`src/sv/cbq_pkg.sv`:
```
// Shared types, widths and helpers for the cascaded biquad filter.
`default_nettype none

package cbq_pkg;

    // Field and coefficient widths
    localparam int SAMPLE_W    = 16;
    localparam int COEF_W      = 18;
    localparam int STAGE_CNT_W = 4;
    localparam int CFG_IDX_W   = 3;
    localparam int CFG_DATA_W  = COEF_W;

    // Datapath widths: 18x16 product, five-term sum, sum plus rounding offset
    localparam int PROD_W = COEF_W + SAMPLE_W;
    localparam int SUM_W  = PROD_W + 3;
    localparam int RND_W  = SUM_W + 1;

    // Defaults for the top-level parameters
    localparam int MAX_STAGES_DEF     = 8;
    localparam int COEF_FRAC_BITS_DEF = 14;

    // Register map
    typedef enum logic [CFG_IDX_W-1:0] {
        CFG_COEF_IN0    = 3'd0,
        CFG_COEF_IN1    = 3'd1,
        CFG_COEF_IN2    = 3'd2,
        CFG_COEF_FB1    = 3'd3,
        CFG_COEF_FB2    = 3'd4,
        CFG_STAGE_COUNT = 3'd5
    } cfg_index_t;

    // Reset values of the registers
    localparam logic signed [COEF_W-1:0]  COEF_IN0_RST    = 18'sd16384;
    localparam logic signed [COEF_W-1:0]  COEF_ZERO_RST   = 18'sd0;
    localparam logic [STAGE_CNT_W-1:0]    STAGE_COUNT_RST = 4'd1;

    // One coefficient set, shared by all sections
    typedef struct packed {
        logic signed [COEF_W-1:0] in0;
        logic signed [COEF_W-1:0] in1;
        logic signed [COEF_W-1:0] in2;
        logic signed [COEF_W-1:0] fb1;
        logic signed [COEF_W-1:0] fb2;
    } coef_set_t;

    // Word handed from one section cell to the next
    typedef struct packed {
        logic                       valid;
        logic [STAGE_CNT_W-1:0]     remain;  // sections still to run
        logic signed [SAMPLE_W-1:0] data;
    } cbq_token_t;

    // Full-precision coefficient times sample
    function automatic logic signed [PROD_W-1:0] coef_mul(
        input logic signed [COEF_W-1:0]   c,
        input logic signed [SAMPLE_W-1:0] s
    );
        return PROD_W'(c) * PROD_W'(s);
    endfunction

endpackage

`default_nettype wire

```
`src/sv/cbq_cell.sv`:
```
// One biquad section cell: history, product, sum and round/saturate stages.
`default_nettype none

module cbq_cell import cbq_pkg::*; #(
    parameter int COEF_FRAC_BITS = COEF_FRAC_BITS_DEF
) (
    input  wire logic       aclk,
    input  wire logic       aresetn,
    input  wire coef_set_t  coef,
    input  wire cbq_token_t tok_in,
    output cbq_token_t      tok_out
);

    localparam logic signed [RND_W-1:0] RND_HALF = RND_W'(1) << (COEF_FRAC_BITS - 1);
    localparam logic signed [RND_W-1:0] SAT_MAX  = RND_W'(32767);
    localparam logic signed [RND_W-1:0] SAT_MIN  = -RND_W'(32768);

    // Section history
    logic signed [SAMPLE_W-1:0] x1_reg, x2_reg, y1_reg, y2_reg;

    // Pipeline control
    logic mul_valid_reg, sum_valid_reg, out_valid_reg;

    // Pipeline payload
    logic signed [PROD_W-1:0]   p_in0_reg, p_in1_reg, p_in2_reg, p_fb1_reg, p_fb2_reg;
    logic signed [SAMPLE_W-1:0] x_hold_reg;
    logic [STAGE_CNT_W-1:0]     remain_reg;
    logic signed [SUM_W-1:0]    sum_reg;
    logic [STAGE_CNT_W-1:0]     out_remain_reg;
    logic signed [SAMPLE_W-1:0] out_data_reg;

    logic                       run_in;
    logic signed [SUM_W-1:0]    sum_next;
    logic signed [RND_W-1:0]    rnd_sum;
    logic signed [RND_W-1:0]    rnd_shift;
    logic signed [SAMPLE_W-1:0] y_next;

    assign run_in = tok_in.valid && (tok_in.remain != '0);

    // Five-term accumulate, feedback terms subtracted
    assign sum_next = SUM_W'(p_in0_reg) + SUM_W'(p_in1_reg) + SUM_W'(p_in2_reg)
                    - SUM_W'(p_fb1_reg) - SUM_W'(p_fb2_reg);

    // Round half up, then clamp to 16 bits
    always_comb begin
        rnd_sum   = RND_W'(sum_reg) + RND_HALF;
        rnd_shift = rnd_sum >>> COEF_FRAC_BITS;
        if (rnd_shift > SAT_MAX) begin
            y_next = SAMPLE_W'(SAT_MAX);
        end else if (rnd_shift < SAT_MIN) begin
            y_next = SAMPLE_W'(SAT_MIN);
        end else begin
            y_next = rnd_shift[SAMPLE_W-1:0];
        end
    end

    // Control and history
    always_ff @(posedge aclk) begin
        if (!aresetn) begin
            mul_valid_reg <= 1'b0;
            sum_valid_reg <= 1'b0;
            out_valid_reg <= 1'b0;
            x1_reg        <= '0;
            x2_reg        <= '0;
            y1_reg        <= '0;
            y2_reg        <= '0;
        end else begin
            mul_valid_reg <= run_in;
            sum_valid_reg <= mul_valid_reg;
            // idle sections pass the word straight on to the output register
            out_valid_reg <= sum_valid_reg || (tok_in.valid && !run_in);
            if (sum_valid_reg) begin
                x2_reg <= x1_reg;
                x1_reg <= x_hold_reg;
                y2_reg <= y1_reg;
                y1_reg <= y_next;
            end
        end
    end

    // Datapath
    always_ff @(posedge aclk) begin
        if (run_in) begin
            p_in0_reg  <= coef_mul(coef.in0, tok_in.data);
            p_in1_reg  <= coef_mul(coef.in1, x1_reg);
            p_in2_reg  <= coef_mul(coef.in2, x2_reg);
            p_fb1_reg  <= coef_mul(coef.fb1, y1_reg);
            p_fb2_reg  <= coef_mul(coef.fb2, y2_reg);
            x_hold_reg <= tok_in.data;
            remain_reg <= tok_in.remain - STAGE_CNT_W'(1);
        end
        if (mul_valid_reg) begin
            sum_reg <= sum_next;
        end
        if (sum_valid_reg) begin
            out_data_reg   <= y_next;
            out_remain_reg <= remain_reg;
        end else if (tok_in.valid) begin
            out_data_reg   <= tok_in.data;
            out_remain_reg <= tok_in.remain;
        end
    end

    assign tok_out.valid  = out_valid_reg;
    assign tok_out.remain = out_remain_reg;
    assign tok_out.data   = out_data_reg;

endmodule

`default_nettype wire
```
`config.mk`:
```
export PLATFORM = sky130hd
export DESIGN_NAME = cbq_cell
export DESIGN_NICKNAME = d
export VERILOG_FILES = /design/src/sv/cbq_pkg.sv /design/src/sv/cbq_cell.sv
export SDC_FILE = /design/constraint.sdc
export NUM_CORES = 2
export LEC_CHECK = 0
export BUFFER_PORTS_ARGS = -buffer_cell sky130_fd_sc_hd__buf_2
export CAP_MARGIN = 20
export CORE_MARGIN = 4
export CORE_UTILIZATION = 35
export CTS_BUF_LIST = sky130_fd_sc_hd__clkbuf_4
export CTS_CLUSTER_SIZE = 20
export DETAILED_ROUTE_END_ITERATION = 10
export PLACE_DENSITY_LB_ADDON = 0.25
export SYNTH_ARGS = -nofsm -noshare
export SYNTH_HDL_FRONTEND = slang
export SYNTH_SLANG_ARGS = --single-unit
```
`constraint.sdc`:
```
create_clock -name aclk -period 6.25 [get_ports aclk]
set_input_delay 0.3125 -clock aclk [delete_from_list [all_inputs] [get_ports aclk]]
set_output_delay 0.3125 -clock aclk [all_outputs]
set_load 0.02 [all_outputs]
```
==> run_results.csv <==
group,metric,value,unit
sta,worst_slack,0.0673,ns
placement,gp_congestion,0.876,
cts,tritoncts,"yes",
floorplan,core,0.193,mm²
global_routing,grt_remaining_overflow,0,
cts,path_clk_slew,0.07,ns
sta,hold_viol_final,0,
pwr,power.leakage,39.3,nW
floorplan,design.die.area,0.201,mm²
pwr,worst_ir_drop_vdd,0.756,mV
final_layout,multi_input_area,0.0529,mm²
yosys,synth_top_area_frac,0.458,
sta,finalHoldWorstSlack,0.159,ns
yosys,synth_async_sr_flop_share,0,
critical_path,endpoint_kind,"flop",
critical_path,reg2reg_from,"x2_reg[6]",
pwr,p_sw_frac,0.480,
detailed_routing,dr.pass1.iters,6,
global_routing,grt_start_max_net_pins,144,
yosys,synth_edf_count,234,
sta,rsz0062_at_grt,"yes",
sta,max_slew.worst_pin.slew,1.06,ns
detailed_routing,antenna_left,0,
hold_path,hp-class,"input port to flop",
outcome,status,"finished, final reports clean",
detailed_routing,wl_met3,7.33,mm
critical_path,critical_path_arrival,6.88,ns
yosys,netlist_area,0.0680,mm²
final_layout,area_growth,14.4,%
yosys,synth.avg_cell_area,9.79,µm²
global_routing,antenna_found_initial,36,
yosys,synth_common_cells,"1677 x inv_1, 1553 x fa_1, 760 x nand2_1",
job,maxCapViolCount,0,
pwr,clkPwrFrac,0.069,
hold_path,whs_path_depth,5,
detailed_routing,dr_wl_met2,89.7,mm
sta,finalSetupViolCount,0,
final_layout,layout.nets,9641,
global_routing,grt_pass1_vias,53100,
detailed_routing,wl_per_cell,18.0,µm
sta,setup_tns,0,ns
sta,finalMaxSlewViolations,0,
hold_path,min-delay-start,"coef[38]",
detailed_routing,wirelength_met1,79.8,mm
detailed_routing,drt_wl_total,182,mm
cts,cts_sinks,301,
critical_path,rrSetupSlack,0.07,ns
cts,clock_latency,0.98,ns
yosys,synth_cell_type_count,76,
final_layout,seqCellArea,0.00847,mm²
critical_path,start_kind,"flop",
global_routing,grt_pass1_wl,297,mm
yosys,synth_area_leaders,"fa_1 46%, edfxtp_1 10%, inv_1 9.3%, ha_1 8.6%, and2_1 6.4%",
final_layout,drive_gt1_frac,0.135,
cts,cts_buffers,93,
floorplan,die_x,449,µm
pwr,seqPwrFrac,0.141,
placement,placement.io_buffers,133,
critical_path,criticalPathCategory,"flop to flop",
yosys,syn-num-nets,9077,
pwr,p_int,0.0159,W
yosys,yosysWarnings,0,
critical_path,path_max_fanout,7,
pwr,power.density,394,mW/mm²
yosys,postSynthRegisterBits,301,
cts,cts-root-buf,"clkbuf_4",
cts,cts_buffer_depth,3,
detailed_routing,post_drt_via_cell_ratio,4.72,
critical_path,required,6.94,ns
global_routing,grt_usage,0.187,
yosys,dominantRegCellSynth,"edfxtp_1",
sta,skew,0.0971,ns
detailed_routing,vias,47800,
sta,finalCritPeriodShare,0.989,
floorplan,start_util,0.352,
final_layout,nFillCells,19000,
detailed_routing,drt_iter0_markers,2513,
sta,max_slew_margin,0.281,
critical_path,r2r_end,"p_in2_reg[33]",
sta,fmax,0.162,GHz
yosys,synth_cells,6943,
yosys,synth_area_leader_cell,"fa_1",
cts,htreeDepth,3,
pwr,comb_power_share,0.790,
detailed_routing,drc,0,
yosys,yosysSeqAreaShare,0.123,
floorplan,die_h,449,µm
detailed_routing,highest_layer,"met5",
critical_path,ff2ff_path_depth,20,
placement,place_hpwl,159,mm
yosys,synth.most_common_cell,"inv_1",
sta,fin_crit,6.18,ns
placement,post-place-ws,-0.408,ns
floorplan,rows,161,
pwr,p_switching,0.0147,W
floorplan,io_pins,134,
hold_path,holdPathEnd,"p_in2_reg[2]",
-- power by group through the flow --
stage	clock [W]	sequential, W	combinational, W
CTS	0.00221	0.00433	0.0239
finish	0.00210	0.00432	0.0242
detailed placement	0	0.00436	0.0237
global placement	0	0.00437	0.0233
global route	0.00229	0.00436	0.0274
floorplan	0	0.00408	0.0172
-- layout by cell type (no fill, tap or decap), drive strengths merged, types with 20 or more instances in the layout --
cell type / netlist / layout
mux2i: 52 / 52
nor3: 38 / 38
dlygate4sd3: 0 / 34
nand3: 39 / 39
buf: 22 / 693
clkbuf: 236 / 128
fa: 1553 / 1553
o21bai: 22 / 22
nand4: 20 / 20
inv: 1677 / 1677
nor2b: 66 / 66
and2: 691 / 691
edfxtp: 234 / 234
o21ai: 89 / 89
xor2: 55 / 55
a21oi: 153 / 153
xnor2: 161 / 161
and3: 27 / 27
a21o: 69 / 69
nand2b: 46 / 46
nor2: 180 / 180
dfxtp: 67 / 67
nand2: 760 / 760
clkinv: 0 / 43
ha: 468 / 468
-- stage by stage --
stage	util	area, µm²	std cells	total power [W]
after global placement	0.390	75100	9877	0.0277
after CTS	0.398	76800	10100	0.0304
after detailed placement	0.390	75100	9877	0.0280
after floorplan	-	68000	6943	0.0213
after global routing	0.403	77700	10100	0.0340
final	0.403	77700	10100	0.0306
-- worst max-delay path, cell delays in order, from the launching register on --
cell and delay, ns:
dfxtp_4 0.37, buf_6 0.13, and2_4 0.13, fa_1 0.55, inv_2 0.04, fa_1 0.48, fa_1 0.52, inv_2 0.05
ha_4 0.21, fa_1 0.59, fa_1 0.45, ha_2 0.21, or3_4 0.39, a221oi_4 0.23, nor3_2 0.09, o211a_1 0.29
o31ai_4 0.33, o21ai_2 0.12, a311o_1 0.41, nor4_2 0.28, nor3_1 0.08
-- final cells by class --
cell class | count | share of cell area
timing repair buffer | 727 | 0.0723
sequential | 301 | 0.109
inverter | 1677 | 0.0810
antenna | 13 | 0.000419
clock buffer | 128 | 0.0124
multi-input combinational | 4707 | 0.681
tap | 2526 | 0.0407
clock inverter | 46 | 0.00340
-- how the worst max path moves through the flow --
| stage | end | depth (start not counted) | slack [ns] | startpoint |
|---|---|---|---|---|
| after floorplan | p_in2_reg[33] | 22 | 0.007 | x2_reg[1] |
| after global placement | p_in1_reg[31] | 21 | -0.39 | x1_reg[2] |
| after detailed placement | p_in1_reg[31] | 21 | -0.41 | x1_reg[2] |
| after CTS | p_in1_reg[30] | 22 | 0.002 | x1_reg[2] |
| after global routing | p_in2_reg[33] | 20 | -0.11 | x2_reg[6] |
| final | p_in2_reg[33] | 20 | 0.07 | x2_reg[6] |
-- routing by layer --
layer	vias to the layer above	global-route usage
met3	266	0.0205
met1	24700	0.251
met2	922	0.320
met5	-	0
met4	12	0.0519
li1	21900	-
-- kinds of logic (layout without fill, tap and decap cells) --
group | after synthesis | after routing | synth area share
adder cells (fa/ha/maj) | 2021 | 2021 | 0.544
buffers and inverters | 1935 | 2578 | 0.107
AND/OR/NAND/NOR | 1923 | 1923 | 0.142
AO/OA/AOI/OAI | 492 | 492 | 0.0481
flip-flops | 301 | 301 | 0.123
XOR/XNOR | 216 | 216 | 0.0278
multiplexers | 55 | 55 | 0.00816
other | 0 | 13 | 0
-- timing repair --
item                       in CTS  in global routing
setup endpoints to repair      16                 38
resized for setup              26                182
buffers inserted                0                 26
hold buffers                   34                  0
pin swaps                       8                 82
hold endpoints to repair      107                  0
Note: power is estimated with default switching activity, not from simulation.
